### src/hdl/bbsf_pkg.sv
`default_nettype none
// ----------------------------------------------------------------------------
// bbsf_pkg: shared types and constants for the bounded byte stream FIFO
// Holds the store geometry, opcodes, command/result payloads and the
// memory request bundle passed from the sequencer to the top level.
// ----------------------------------------------------------------------------
package bbsf_pkg;

	localparam int DEPTH      = 1024;
	localparam int ADDR_W     = $clog2(DEPTH);
	localparam int CNT_W      = 11;
	localparam int MAX_RUN    = 64;
	localparam int RUN_W      = 7;
	localparam int TOTAL_BITS = 48;
	localparam int BYTE_W     = 8;
	localparam int OP_W       = 3;

	// APB: one 32-bit register, word 0 holds capacity
	localparam int APB_AW     = 3;
	localparam int APB_DW     = 32;
	localparam logic [0:0] REG_CAPACITY = 1'b0;
	localparam logic [CNT_W-1:0] CAPACITY_RST = CNT_W'(1024);

	localparam logic [OP_W-1:0] OP_WRITE = 3'd0;
	localparam logic [OP_W-1:0] OP_READ  = 3'd1;
	localparam logic [OP_W-1:0] OP_PEEK  = 3'd2;
	localparam logic [OP_W-1:0] OP_POP   = 3'd3;
	localparam logic [OP_W-1:0] OP_END   = 3'd4;

	typedef struct packed {
		logic [OP_W-1:0]   opcode;
		logic [BYTE_W-1:0] data_byte;
		logic [RUN_W-1:0]  run_length;
	} bbsf_cmd_t;

	typedef struct packed {
		logic [BYTE_W-1:0]     byte_out;
		logic                  byte_valid;
		logic                  last_of_run;
		logic                  write_accepted;
		logic [CNT_W-1:0]      stored_count;
		logic [CNT_W-1:0]      room_left;
		logic                  ended_flag;
		logic                  at_eof;
		logic [TOTAL_BITS-1:0] total_written;
		logic [TOTAL_BITS-1:0] total_read;
	} bbsf_res_t;

	typedef struct packed {
		logic              we;
		logic [ADDR_W-1:0] waddr;
		logic [BYTE_W-1:0] wdata;
		logic              re;
		logic [ADDR_W-1:0] raddr;
	} bbsf_mem_req_t;

endpackage
`default_nettype wire

### src/hdl/bbsf_ctrl.sv
`default_nettype none
// ----------------------------------------------------------------------------
// bbsf_ctrl: FIFO sequencer and status
// Keeps head, count, totals and the ended flag; steps read and peek runs
// through the byte store one address per cycle and forms each result.
// ----------------------------------------------------------------------------
module bbsf_ctrl (
	input  wire                                clk,
	input  wire                                arst_n,
	input  wire                                start,
	output logic                               busy,
	input  wire  bbsf_pkg::bbsf_cmd_t          cmd,
	input  wire  [bbsf_pkg::CNT_W-1:0]         capacity,
	output bbsf_pkg::bbsf_mem_req_t            mem_req,
	input  wire  [bbsf_pkg::BYTE_W-1:0]        mem_rdata,
	output logic                               result_valid,
	output bbsf_pkg::bbsf_res_t                result
);

	localparam logic ST_IDLE = 1'b0;
	localparam logic ST_RUN  = 1'b1;

	localparam int AW = bbsf_pkg::ADDR_W;
	localparam int CW = bbsf_pkg::CNT_W;
	localparam int RW = bbsf_pkg::RUN_W;
	localparam int TW = bbsf_pkg::TOTAL_BITS;

	localparam logic [CW-1:0] DEPTH_CNT = CW'(bbsf_pkg::DEPTH);
	localparam logic [AW:0]   DEPTH_SUM = (AW+1)'(bbsf_pkg::DEPTH);
	localparam logic [AW-1:0] LAST_ADDR = AW'(bbsf_pkg::DEPTH - 1);
	localparam logic [RW-1:0] RUN_MAX   = RW'(bbsf_pkg::MAX_RUN);

	logic          state_q;
	logic [AW-1:0] head_q;
	logic [CW-1:0] held_q;
	logic [TW-1:0] wtot_q;
	logic [TW-1:0] rtot_q;
	logic          done_q;
	logic [AW-1:0] rd_ptr_q;
	logic [RW-1:0] remain_q;
	logic          is_read_q;
	logic          res_valid_q;
	logic          res_bytev_q;
	logic          res_last_q;
	logic          res_acc_q;

	logic          accept;
	logic          issue;
	logic [CW-1:0] limit;
	logic          has_room;
	logic [RW-1:0] run_cap;
	logic [RW-1:0] run_n;
	logic [AW:0]   tail_sum;
	logic [AW-1:0] tail;
	logic [AW:0]   pop_sum;
	logic [AW-1:0] pop_head;
	logic [AW-1:0] ptr_next;
	logic          is_run_op;

	// handshake and effective limit
	assign accept   = start && (state_q == ST_IDLE);
	assign issue    = (state_q == ST_RUN);
	assign busy     = issue;
	assign limit    = (capacity > DEPTH_CNT) ? DEPTH_CNT : capacity;
	assign has_room = (held_q < limit);

	// clip the run at the maximum and at the held count
	assign run_cap = (cmd.run_length > RUN_MAX) ? RUN_MAX : cmd.run_length;
	assign run_n   = (CW'(run_cap) > held_q) ? held_q[RW-1:0] : run_cap;

	// circular pointer arithmetic
	assign tail_sum = {1'b0, head_q} + held_q[AW:0];
	assign tail     = (tail_sum >= DEPTH_SUM) ? AW'(tail_sum - DEPTH_SUM) : tail_sum[AW-1:0];
	assign pop_sum  = {1'b0, head_q} + (AW+1)'(run_n);
	assign pop_head = (pop_sum >= DEPTH_SUM) ? AW'(pop_sum - DEPTH_SUM) : pop_sum[AW-1:0];
	assign ptr_next = (rd_ptr_q == LAST_ADDR) ? '0 : rd_ptr_q + 1'b1;

	assign is_run_op = (cmd.opcode == bbsf_pkg::OP_READ) || (cmd.opcode == bbsf_pkg::OP_PEEK);

	// store accesses: write on an accepted byte, read one per run cycle
	always_comb begin
		mem_req.we    = accept && (cmd.opcode == bbsf_pkg::OP_WRITE) && has_room;
		mem_req.waddr = tail;
		mem_req.wdata = cmd.data_byte;
		mem_req.re    = issue;
		mem_req.raddr = rd_ptr_q;
	end

	// sequencer and stream state
	always_ff @(posedge clk or negedge arst_n) begin
		if (!arst_n) begin
			state_q     <= ST_IDLE;
			head_q      <= '0;
			held_q      <= '0;
			wtot_q      <= '0;
			rtot_q      <= '0;
			done_q      <= 1'b0;
			rd_ptr_q    <= '0;
			remain_q    <= '0;
			is_read_q   <= 1'b0;
			res_valid_q <= 1'b0;
			res_bytev_q <= 1'b0;
			res_last_q  <= 1'b0;
			res_acc_q   <= 1'b0;
		end else begin
			res_valid_q <= 1'b0;
			res_bytev_q <= 1'b0;
			res_last_q  <= 1'b0;
			res_acc_q   <= 1'b0;
			if (accept) begin
				// single status result unless a run with bytes starts
				res_valid_q <= !(is_run_op && (run_n != '0));
				res_last_q  <= 1'b1;
				case (cmd.opcode)
					bbsf_pkg::OP_WRITE: begin
						if (has_room) begin
							held_q    <= held_q + 1'b1;
							wtot_q    <= wtot_q + 1'b1;
							res_acc_q <= 1'b1;
						end
					end
					bbsf_pkg::OP_READ, bbsf_pkg::OP_PEEK: begin
						if (run_n != '0) begin
							state_q   <= ST_RUN;
							remain_q  <= run_n;
							rd_ptr_q  <= head_q;
							is_read_q <= (cmd.opcode == bbsf_pkg::OP_READ);
						end
					end
					bbsf_pkg::OP_POP: begin
						head_q <= pop_head;
						held_q <= held_q - CW'(run_n);
						rtot_q <= rtot_q + TW'(run_n);
					end
					bbsf_pkg::OP_END: begin
						done_q <= 1'b1;
					end
					default: begin
					end
				endcase
			end else if (issue) begin
				// advance one byte; a read also drops it from the head
				rd_ptr_q    <= ptr_next;
				remain_q    <= remain_q - 1'b1;
				res_valid_q <= 1'b1;
				res_bytev_q <= 1'b1;
				res_last_q  <= (remain_q == RW'(1));
				if (is_read_q) begin
					head_q <= ptr_next;
					held_q <= held_q - 1'b1;
					rtot_q <= rtot_q + 1'b1;
				end
				if (remain_q == RW'(1)) begin
					state_q <= ST_IDLE;
				end
			end
		end
	end

	// status reflects state after the result's own effect
	always_comb begin
		result.byte_out       = res_bytev_q ? mem_rdata : '0;
		result.byte_valid     = res_bytev_q;
		result.last_of_run    = res_last_q;
		result.write_accepted = res_acc_q;
		result.stored_count   = held_q;
		result.room_left      = has_room ? limit - held_q : '0;
		result.ended_flag     = done_q;
		result.at_eof         = done_q && (held_q == '0);
		result.total_written  = wtot_q;
		result.total_read     = rtot_q;
	end

	assign result_valid = res_valid_q;

endmodule
`default_nettype wire

### config.mk
export PLATFORM = sky130hd
export DESIGN_NAME = bbsf_ctrl
export DESIGN_NICKNAME = d
export VERILOG_FILES = /design/src/hdl/bbsf_pkg.sv /design/src/hdl/bbsf_ctrl.sv
export SDC_FILE = /design/constraint.sdc
export NUM_CORES = 1
export LEC_CHECK = 0
export BUFFER_PORTS_ARGS = -buffer_cell sky130_fd_sc_hd__buf_2
export CAP_MARGIN = 20
export CORE_MARGIN = 2
export CORE_UTILIZATION = 60
export DETAILED_ROUTE_END_ITERATION = 16
export PLACE_DENSITY = 0.87
export SETUP_SLACK_MARGIN = 0.02
export SYNTH_ARGS = -nofsm -noshare
export SYNTH_HDL_FRONTEND = slang
export SYNTH_SLANG_ARGS = --single-unit
export TNS_END_PERCENT = 5
### constraint.sdc
create_clock -name clk -period 8.85 [get_ports clk]
set_clock_uncertainty 0.1 [all_clocks]
set_input_delay 1.3275 -clock clk [delete_from_list [all_inputs] [get_ports clk]]
set_output_delay 1.3275 -clock clk [all_outputs]
set_load 0.01 [all_outputs]
==> metrics, run 1 <==
Syn Inst Count 1026; Post-CTS Setup Bufs 0; Hold-fix buffers, CTS 0; Critical-path top delay cell o31ai_2; Skew-Pair Late Insertion Delay 0.43 ns; Worst Hold Class register to register; final slew viol count 0; compound-gate portion of the synthesized area 0.122; Die Height 129 um; Final Non-Filler Cells 1418; critical path capture point type register; Post-synth EDFFs 0; DR vias/cell 6.09; Primary FF master, synth dfrtp_1; most frequent CP cell nor2_1; ANT cells 0; root buf cell clkbuf_16; vias in the first global route 8225; DP Wirelength 18.3 mm; input/output buffers 186; Final nets 1294; unrepaired setup endpoints after global routing false; mux share of post-synthesis cell area 0.0167; yosys warns 0; final critical-path share of the clock period 0.637; most frequent cells after synthesis dfrtp_1 (141), nand2_1 (104), nor2_1 (66), xnor2_1 (66), xor2_1 (64); syn avg cell area 9.15 um^2; synthesis-to-finish area growth 18.2%; Clock Pin Slew Worst Setup and Hold Paths 0.06 ns; Initial DRT Pass Iterations 5; Resized Gates After CTS 0; minimum clock period 5.64 ns; # fillers 1181; Slew @ Worst Pin 1.07 ns; Inst Count DP 1384; Seq cells post-synth 141; detailed-route via count 8639; H-tree depth 4; CTS tree built; Crit Path Max Fanout 10; Routability Congestion 0.962; Layout Cell Area excl Fill 11100 um^2; share of cells above drive strength 1 0.211; Pwr Total 3.38 mW; Finish-stage setup viols 0; initial antenna violation count 0; most common cell in the netlist dfrtp_1; die footprint 16700 um^2; boundary pin count 203; count of final hold-check violations 0; setup_tns 0 ns; grt total ovfl 0; Synth Area in XOR/XNOR 0.121; critical path data required time 9.10 ns; top cells by area, synth dfrtp_1 (38%), ha_1 (7.3%), xnor2_1 (6.2%); Multi-input gate area 5470 um^2; total clock sinks 141; Die Width 129 um; crit path kind input pin to register; FMAX 177 MHz; crit-path cells buf_2 > nor2b_1 > ha_1 > a211oi_1 > nor2_1 > o31ai_2 > mux2i_1 > nor2_1 > nor2_1 > fa_1 > a21o_1 > a2111oi_0 > o21bai_1 > a21oi_1 > o311a_1 > xnor2_1; slowest stage delay, CP 0.64 ns; arrival time worst endpoint 5.89 ns; Starting Density 0.615; syn nets 1126; metal2 WL 12.2 mm; Setup crit start kind input pin; final wirelength 25.0 mm; largest net degree at the start of global routing 82; library cells used by synthesis 76; Top Metal Used met4; Max IR drop VDD 0.000228 V; Cell Area, Synth 9390 um^2; Worst path top cell family by delay compound AO/OA/AOI/OAI gates; Routed WL per cell 17.6 um; leak pwr 5.48 nW; DP Area 10400 um^2; main combinational cell family by area after synthesis simple AND/OR/NAND/NOR gates; cell row count 45; Yosys top cell area share 0.376; final hold slack 0.376 ns; Post-Synth Simple-Gate Area 0.238; max cap viols 0; DR iter-0 viols 770; global-route wire length before repair 40.7 mm; Synth Area in Adders 0.0839; GRT Total Usage 0.305; CTS max path bufs 2; DRC violations left 0; buffer and inverter count on the worst path 1; CTS buffer count 17; core area 15300 um^2; DR WL met3 1.82 mm; ys async rst share 1.00; Antenna Nets Post-Route 0; Relative slew margins 0.276; Synth area leader dfrtp_1; status finished clean; WL met1 10.3 mm; register area 3530 um^2; register area share after synthesis 0.376; Power per Cell Area 305 nW/um^2
## path summary, 6_finish.rpt
check | cells past startpoint | start | end | slack [ns]
max | 16 | cmd[6] | held_q[10]$_DFFE_PN0P_ | 3.21
max in group asynchronous | 2 | arst_n | wtot_q[7]$_DFFE_PN0P_ | 6.54
min reg2reg | 1 | wtot_q[47]$_DFFE_PN0P_ | wtot_q[47]$_DFFE_PN0P_ | 0.38
min | 1 | wtot_q[47]$_DFFE_PN0P_ | wtot_q[47]$_DFFE_PN0P_ | 0.38
min in group asynchronous | 1 | arst_n | result_valid$_DFF_PN0_ | 0.83
max reg2reg | 15 | held_q[1]$_DFFE_PN0P_ | held_q[10]$_DFFE_PN0P_ | 3.73
## cell type report
class,count,area share
sequential,141,0.318
clock buffer,19,0.0399
inverter,45,0.0152
timing repair buffer,195,0.0921
clock inverter,13,0.0182
multi-input combinational,794,0.493
tap,211,0.0238
## report_power, final
part	switching [mW]	leakage, nW	internal [mW]
Combinational	0.948	3.34	0.701
Clock	0.300	0.309	0.487
Sequential	0.187	1.83	0.761
## layer usage
layer  GRT usage  vias to the layer above
met2       0.503                      406
li1            -                     3991
met1       0.393                     4187
met5           0                        -
met4       0.114                        0
met3      0.0702                       55
## cell families after synthesis
logic type      Yosys count
fa+ha+maj                60
compound gates          174
xor+xnor                130
simple gates            415
buf+inv                  91
flops                   141
mux                      15
## stage by stage
stage,util,worst slack (ns)
after global routing,0.727,2.71
after floorplan,-,3.64
after CTS,0.725,3.01
after global placement,0.683,2.93
after detailed placement,0.683,2.80
final,0.727,3.21
## sequential cells by signal (all words and copies together) (netlist names), 7 cells and up
register  count
wtot_q       48
rd_ptr_q     10
remain_q      7
head_q       10
held_q       11
rtot_q       48
## layout by cell type (no fill, tap or decap), drive strengths merged, types with 9 or more instances in the layout
cell      n
a21oi    49
and2     15
and3     23
and4     10
buf     195
clkbuf   19
dfrtp   141
ha       55
inv      51
mux2i    10
nand2   104
nand3    38
nand4    30
nor2     66
nor2b    21
nor3     37
nor4     29
o21a      9
o21ai    38
xnor2    66
xor2     64
Note: power is estimated with default switching activity, not from simulation.
==> run 2, diff against run 1 <==
--- a/config.mk
+++ b/config.mk
@@ -8,9 +8,9 @@
 export BUFFER_PORTS_ARGS = -buffer_cell sky130_fd_sc_hd__buf_2
 export CAP_MARGIN = 20
 export CORE_MARGIN = 2
-export CORE_UTILIZATION = 60
+export CORE_UTILIZATION = 50
 export DETAILED_ROUTE_END_ITERATION = 16
-export PLACE_DENSITY = 0.87
+export PLACE_DENSITY = 0.77
 export SETUP_SLACK_MARGIN = 0.02
 export SYNTH_ARGS = -nofsm -noshare
 export SYNTH_HDL_FRONTEND = slang
==> constraint.sdc (replaced) <==
create_clock -name clk -period 4.8 [get_ports clk]
set_clock_uncertainty 0.1 [all_clocks]
set_input_delay 0.72 -clock clk [delete_from_list [all_inputs] [get_ports clk]]
set_output_delay 0.72 -clock clk [all_outputs]
set_load 0.01 [all_outputs]
==> run 2 against run 1 <==
Worst hold slack lost 0.15 ns. Count of clock-buffer cells in the layout shrank 1. Via count shrank 1.1%. Critical path depth grew 1. Non-clock buffer count grew 17. Sequential share of layout area shrank 0.15 points. Worst setup slack lost 2.7 ns. First-iteration DRC count shrank 30%. Sequential power grew 85%. Largest power group unchanged. Die area grew 19%.
==> metrics, run 2 (synthesis results as in run 1) <==
status finished clean; grt total ovfl 0; largest registers rtot_q x48, wtot_q x48, held_q x11; final critical-path share of the clock period 0.903; Top Metal Used met4; global-route wire length before repair 41.6 mm; Finish-stage setup viols 0; CTS max path bufs 2; setup_tns 0 ns; Routability Congestion 0.918; count of final hold-check violations 0; Hold-fix buffers, CTS 0; worst setup margin 0.467 ns; Skew-Pair Late Insertion Delay 0.43 ns; initial antenna violation count 0; GRT Total Usage 0.258; Worst path top cell family by delay compound AO/OA/AOI/OAI gates; most common cell after layout, fill and taps aside buf_2; Clock Pin Slew Worst Setup and Hold Paths 0.07 ns; FMAX 231 MHz; share of cells above drive strength 1 0.222; Crit Path Max Fanout 6; critical path data required time 5.00 ns; Critical-path top delay cell dfrtp_1; Initial DRT Pass Iterations 5; DR vias/cell 5.86; max cap viols 0; Die Height 141 um; CTS tree built; final slew viol count 0; minimum clock period 4.33 ns; Die Width 141 um; Post-CTS Setup Bufs 0; pre-CTS setup slack 0.177 ns; setup slack, reg-to-reg 0.47 ns; Worst Hold Class input pin to async pin; Final nets 1311; final hold slack 0.224 ns; DR iter-0 viols 536; CTS buffer count 17; Max IR drop VDD 0.000296 V; Antenna Nets Post-Route 0; die footprint 19900 um^2; core area 18600 um^2; crit path kind register to register; critical path capture point type register; Setup crit start kind register; unrepaired setup endpoints after global routing false; leak pwr 5.51 nW; ANT cells 0; Relative slew margins 0.261; cell row count 50; Worst R2R Start held_q[4]$_DFFE_PN0P_; Routed WL per cell 17.6 um; metal2 WL 12.1 mm; detailed-route via count 8541; Power per Cell Area 549 nW/um^2; buffer and inverter count on the worst path 3; crit-path cells inv_1 > ha_1 > a211oi_1 > nor2_1 > o31ai_2 > mux2_2 > nand4_1 > ha_1 > inv_1 > fa_1 > a21o_1 > a2111oi_0 > buf_4 > o21bai_1 > a21oi_1 > xor2_1 > mux2i_1; WL met1 11.2 mm; input/output buffers 186; Final Util 0.600; most frequent cells in the layout buf_2 (185), dfrtp_1 (141), nand2_1 (104), nor2_1 (66), xnor2_1 (66); Starting Density 0.505; # fillers 1591; H-tree depth 4; Reg-to-Reg End held_q[8]$_DFFE_PN0P_; vias in the first global route 8152; total clock sinks 141; Slew @ Worst Pin 1.09 ns; DRC violations left 0; DR WL met3 1.73 mm; boundary pin count 203; final wirelength 25.6 mm; slowest stage delay, CP 0.50 ns; largest net degree at the start of global routing 74; root buf cell clkbuf_16; synthesis-to-finish area growth 18.7%; DP Wirelength 19.3 mm; Pwr Total 6.12 mW; R2R depth 17; arrival time worst endpoint 4.53 ns; Resized Gates After CTS 0
## run 2: area by class of cell
type	count	area (um^2)	share of cell area
clock buffers	18	429	0.0385
flip-flops and latches	141	3530	0.317
well taps	234	293	0.0263
clock inverters	14	128	0.0114
multi-input cells	794	5470	0.491
inverters	45	169	0.0152
repair buffers	212	1130	0.102
## run 2: how the worst max path moves through the flow
stage | from | end | slack, ns | cells past startpoint
after floorplan | cmd[4] | held_q[8]$_DFFE_PN0P_ | 0.19 | 16
after global placement | cmd[6] | held_q[10]$_DFFE_PN0P_ | 0.18 | 18
after detailed placement | cmd[6] | held_q[8]$_DFFE_PN0P_ | 0.18 | 18
after CTS | held_q[4]$_DFFE_PN0P_ | held_q[10]$_DFFE_PN0P_ | 0.51 | 17
after global routing | held_q[4]$_DFFE_PN0P_ | head_q[8]$_DFFE_PN0P_ | 0.03 | 16
final | held_q[4]$_DFFE_PN0P_ | held_q[8]$_DFFE_PN0P_ | 0.47 | 17
## run 2: power by group
part / switching (mW) / total, mW / internal, mW
Sequential: 0.343 / 1.75 / 1.40
Combinational: 1.79 / 3.11 / 1.32
Clock: 0.584 / 1.27 / 0.682
Total: 2.71 / 6.12 / 3.41
## run 2: per-stage QoR
step / area [um^2] / std cells
final: 11100 / 1458
after global routing: 11100 / 1458
after CTS: 11100 / 1458
after detailed placement: 10600 / 1426
after global placement: 10600 / 1426
after floorplan: 9390 / 1026
## run 2: per-layer routing
metal | vias up | track usage
li1 | 4028 | -
met1 | 4128 | 0.347
met2 | 336 | 0.418
met3 | 49 | 0.0496
met4 | 0 | 0.0958
met5 | - | 0
==> run 3, diff against run 2 <==
--- a/config.mk
+++ b/config.mk
@@ -5,10 +5,11 @@
 export SDC_FILE = /design/constraint.sdc
 export NUM_CORES = 1
 export LEC_CHECK = 0
+export ABC_AREA = 1
 export BUFFER_PORTS_ARGS = -buffer_cell sky130_fd_sc_hd__buf_2
 export CAP_MARGIN = 20
 export CORE_MARGIN = 2
-export CORE_UTILIZATION = 50
+export CORE_UTILIZATION = 51
 export DETAILED_ROUTE_END_ITERATION = 16
 export PLACE_DENSITY = 0.77
 export SETUP_SLACK_MARGIN = 0.02
==> run 3 against run 2 <==
Synthesized cell count is 46% higher. Sequential power is 4% higher. First-iteration DRC count is 84% higher. Die area is 10% higher. Global-route usage is 0.99 points higher. Critical path type is now input pin to primary output.
==> metrics, run 3 <==
status finished clean; Power per Cell Area 538 nW/um^2; DP Wirelength 22.1 mm; cell row count 52; Die Height 148 um; total clock sinks 141; crit-path cells buf_2 > nor2_1 > nand4_1 > o21ai_0 > clkinv_1 > nor2_1 > ha_1 > nand2_1 > inv_1 > nand3_1 > nor3_1 > nand2_1 > o211ai_1 > nand2_2 > inv_2 > o21ai_0 > a21oi_1 > buf_2; Clock Pin Slew Worst Setup and Hold Paths 0.06 ns; Synth area leader dfrtp_1; largest net degree at the start of global routing 87; GRT Total Usage 0.268; Switching Share 0.467; Crit Path Max Fanout 9; setup_tns 0 ns; leak pwr 6.48 nW; register area share after synthesis 0.334; FMAX 241 MHz; Max IR drop VDD 0.000310 V; Flop pwr share 0.277; Setup crit start kind input pin; final wirelength 29.1 mm; share of cells above drive strength 1 0.155; synthesis-to-finish area growth 16.0%; Sw Pwr 3.08 mW; arrival time worst endpoint 3.33 ns; CTS max path bufs 2; vias in the first global route 9771; # fillers 1908; ys async rst share 1.00; syn nets 1597; initial antenna violation count 0; Die Width 148 um; library cells used by synthesis 48; Pwr Total 6.59 mW; Power Internal 3.51 mW; slowest stage delay, CP 0.30 ns; Post-CTS Setup Bufs 0; R2R depth 23; Primary FF master, synth dfrtp_1; DR iter-0 viols 988; Seq cells post-synth 141; Post-synth EDFFs 0; Routed WL per cell 14.9 um; most common cell in the netlist nand2_1; Worst path top cell family by delay simple AND/OR/NAND/NOR gates; Critical-path top delay cell clkinv_1; Routability Congestion 0.963; Reg-to-Reg End rtot_q[42]$_DFFE_PN0P_; clock share of power 0.203; Crit path depth 18; DRC violations left 0; Finish-stage setup viols 0; die footprint 21900 um^2; Starting Density 0.521; core area 20300 um^2; critical path data required time 3.98 ns; most frequent cells in the layout nand2_1 (471), buf_2 (185), inv_1 (164), dfrtp_1 (141), nor2_1 (139); Final nets 1768; Worst R2R Start held_q[1]$_DFFE_PN0P_; Initial DRT Pass Iterations 7; Skew-Pair Late Insertion Delay 0.43 ns; input/output buffers 186; Cell Area, Synth 10600 um^2; boundary pin count 203; Antenna Nets Post-Route 0; CTS tree built; Slew @ Worst Pin 0.845 ns; CTS buffer count 17; Syn Inst Count 1497; root buf cell clkbuf_16; unrepaired setup endpoints after global routing false; DR vias/cell 5.37; Relative slew margins 0.437; crit path kind input pin to primary output; most common cell after layout, fill and taps aside nand2_1; top cells by area, synth dfrtp_1 (33%), nand2_1 (17%), ha_1 (6.5%); grt total ovfl 0; yosys warns 0; final slew viol count 0; global-route wire length before repair 48.0 mm; Hold-fix buffers, CTS 0; syn avg cell area 7.06 um^2; Worst Hold Class input pin to async pin; minimum clock period 4.15 ns; register area 3530 um^2; H-tree depth 4; largest registers rtot_q x48, wtot_q x48, held_q x11; critical path capture point type primary output; ANT cells 0; most frequent cells after synthesis nand2_1 (471), inv_1 (164), dfrtp_1 (141); Yosys top cell area share 0.334; detailed-route via count 10.5k; Resized Gates After CTS 0; final critical-path share of the clock period 0.865; Multi-input gate area 6180 um^2; max cap viols 0; setup slack, reg-to-reg 0.66 ns; Comb power frac 0.521; buffer and inverter count on the worst path 5; count of final hold-check violations 0
==> run 3: worst max path at each step <==
stage                                      from                     end  slack, ns
after global routing      held_q[1]$_DFFE_PN0P_  rtot_q[28]$_DFFE_PN0P_       0.23
final                               capacity[2]             result[100]       0.65
after detailed placement                 cmd[3]  rtot_q[46]$_DFFE_PN0P_       0.31
after floorplan                          cmd[3]  rtot_q[14]$_DFFE_PN0P_       0.98
after CTS                 held_q[1]$_DFFE_PN0P_  rtot_q[46]$_DFFE_PN0P_       0.65
after global placement                   cmd[3]  rtot_q[14]$_DFFE_PN0P_       0.48
==> run 3: metrics by stage <==
stage	hold slack, ns	cells	instance area, um^2	util	setup slack [ns]
2_1_floorplan	0.324	1497	10600	-	0.978
3_3_place_gp	0.354	1919	11700	0.575	0.479
3_5_place_dp	0.363	1919	11700	0.575	0.309
4_1_cts	0.298	1951	12300	0.604	0.646
5_1_grt	0.323	1951	12300	0.604	0.229
6_report	0.253	1951	12300	0.604	0.646
==> run 3: power groups by stage <==
stage	clock (mW)	sequential [mW]	combinational [mW]
floorplan	0	1.79	2.41
global placement	0	1.82	3.32
detailed placement	0	1.83	3.39
CTS	1.36	1.82	3.42
global route	1.40	1.86	3.86
finish	1.34	1.82	3.43
==> run 3: layout make-up <==
cell class / instances / area share
multi-input cells: 1147 / 0.504
inverters: 167 / 0.0511
repair buffers: 194 / 0.0813
well taps: 270 / 0.0275
flip-flops and latches: 141 / 0.288
clock inverters: 14 / 0.0125
clock buffers: 18 / 0.0358
==> run 3: cells by family (layout without fill, tap and decap cells) <==
kind of cell    count (synthesis)  count (layout)  share of synthesized area
simple gates                  814             814                      0.326
buf+inv                       209             393                     0.0813
compound gates                150             150                     0.0819
flops                         141             141                      0.334
xor+xnor                      123             123                      0.102
fa+ha+maj                      60              60                     0.0746
==> run 3: per-layer routing <==
metal | GRT usage | vias up | part of all wire
met2 | 0.437 | 373 | 0.46
met5 | 0 | - | 0
met1 | 0.368 | 4876 | 0.46
met3 | 0.0370 | 65 | 0.053
li1 | - | 5161 | -
met4 | 0.0957 | 0 | 0.024
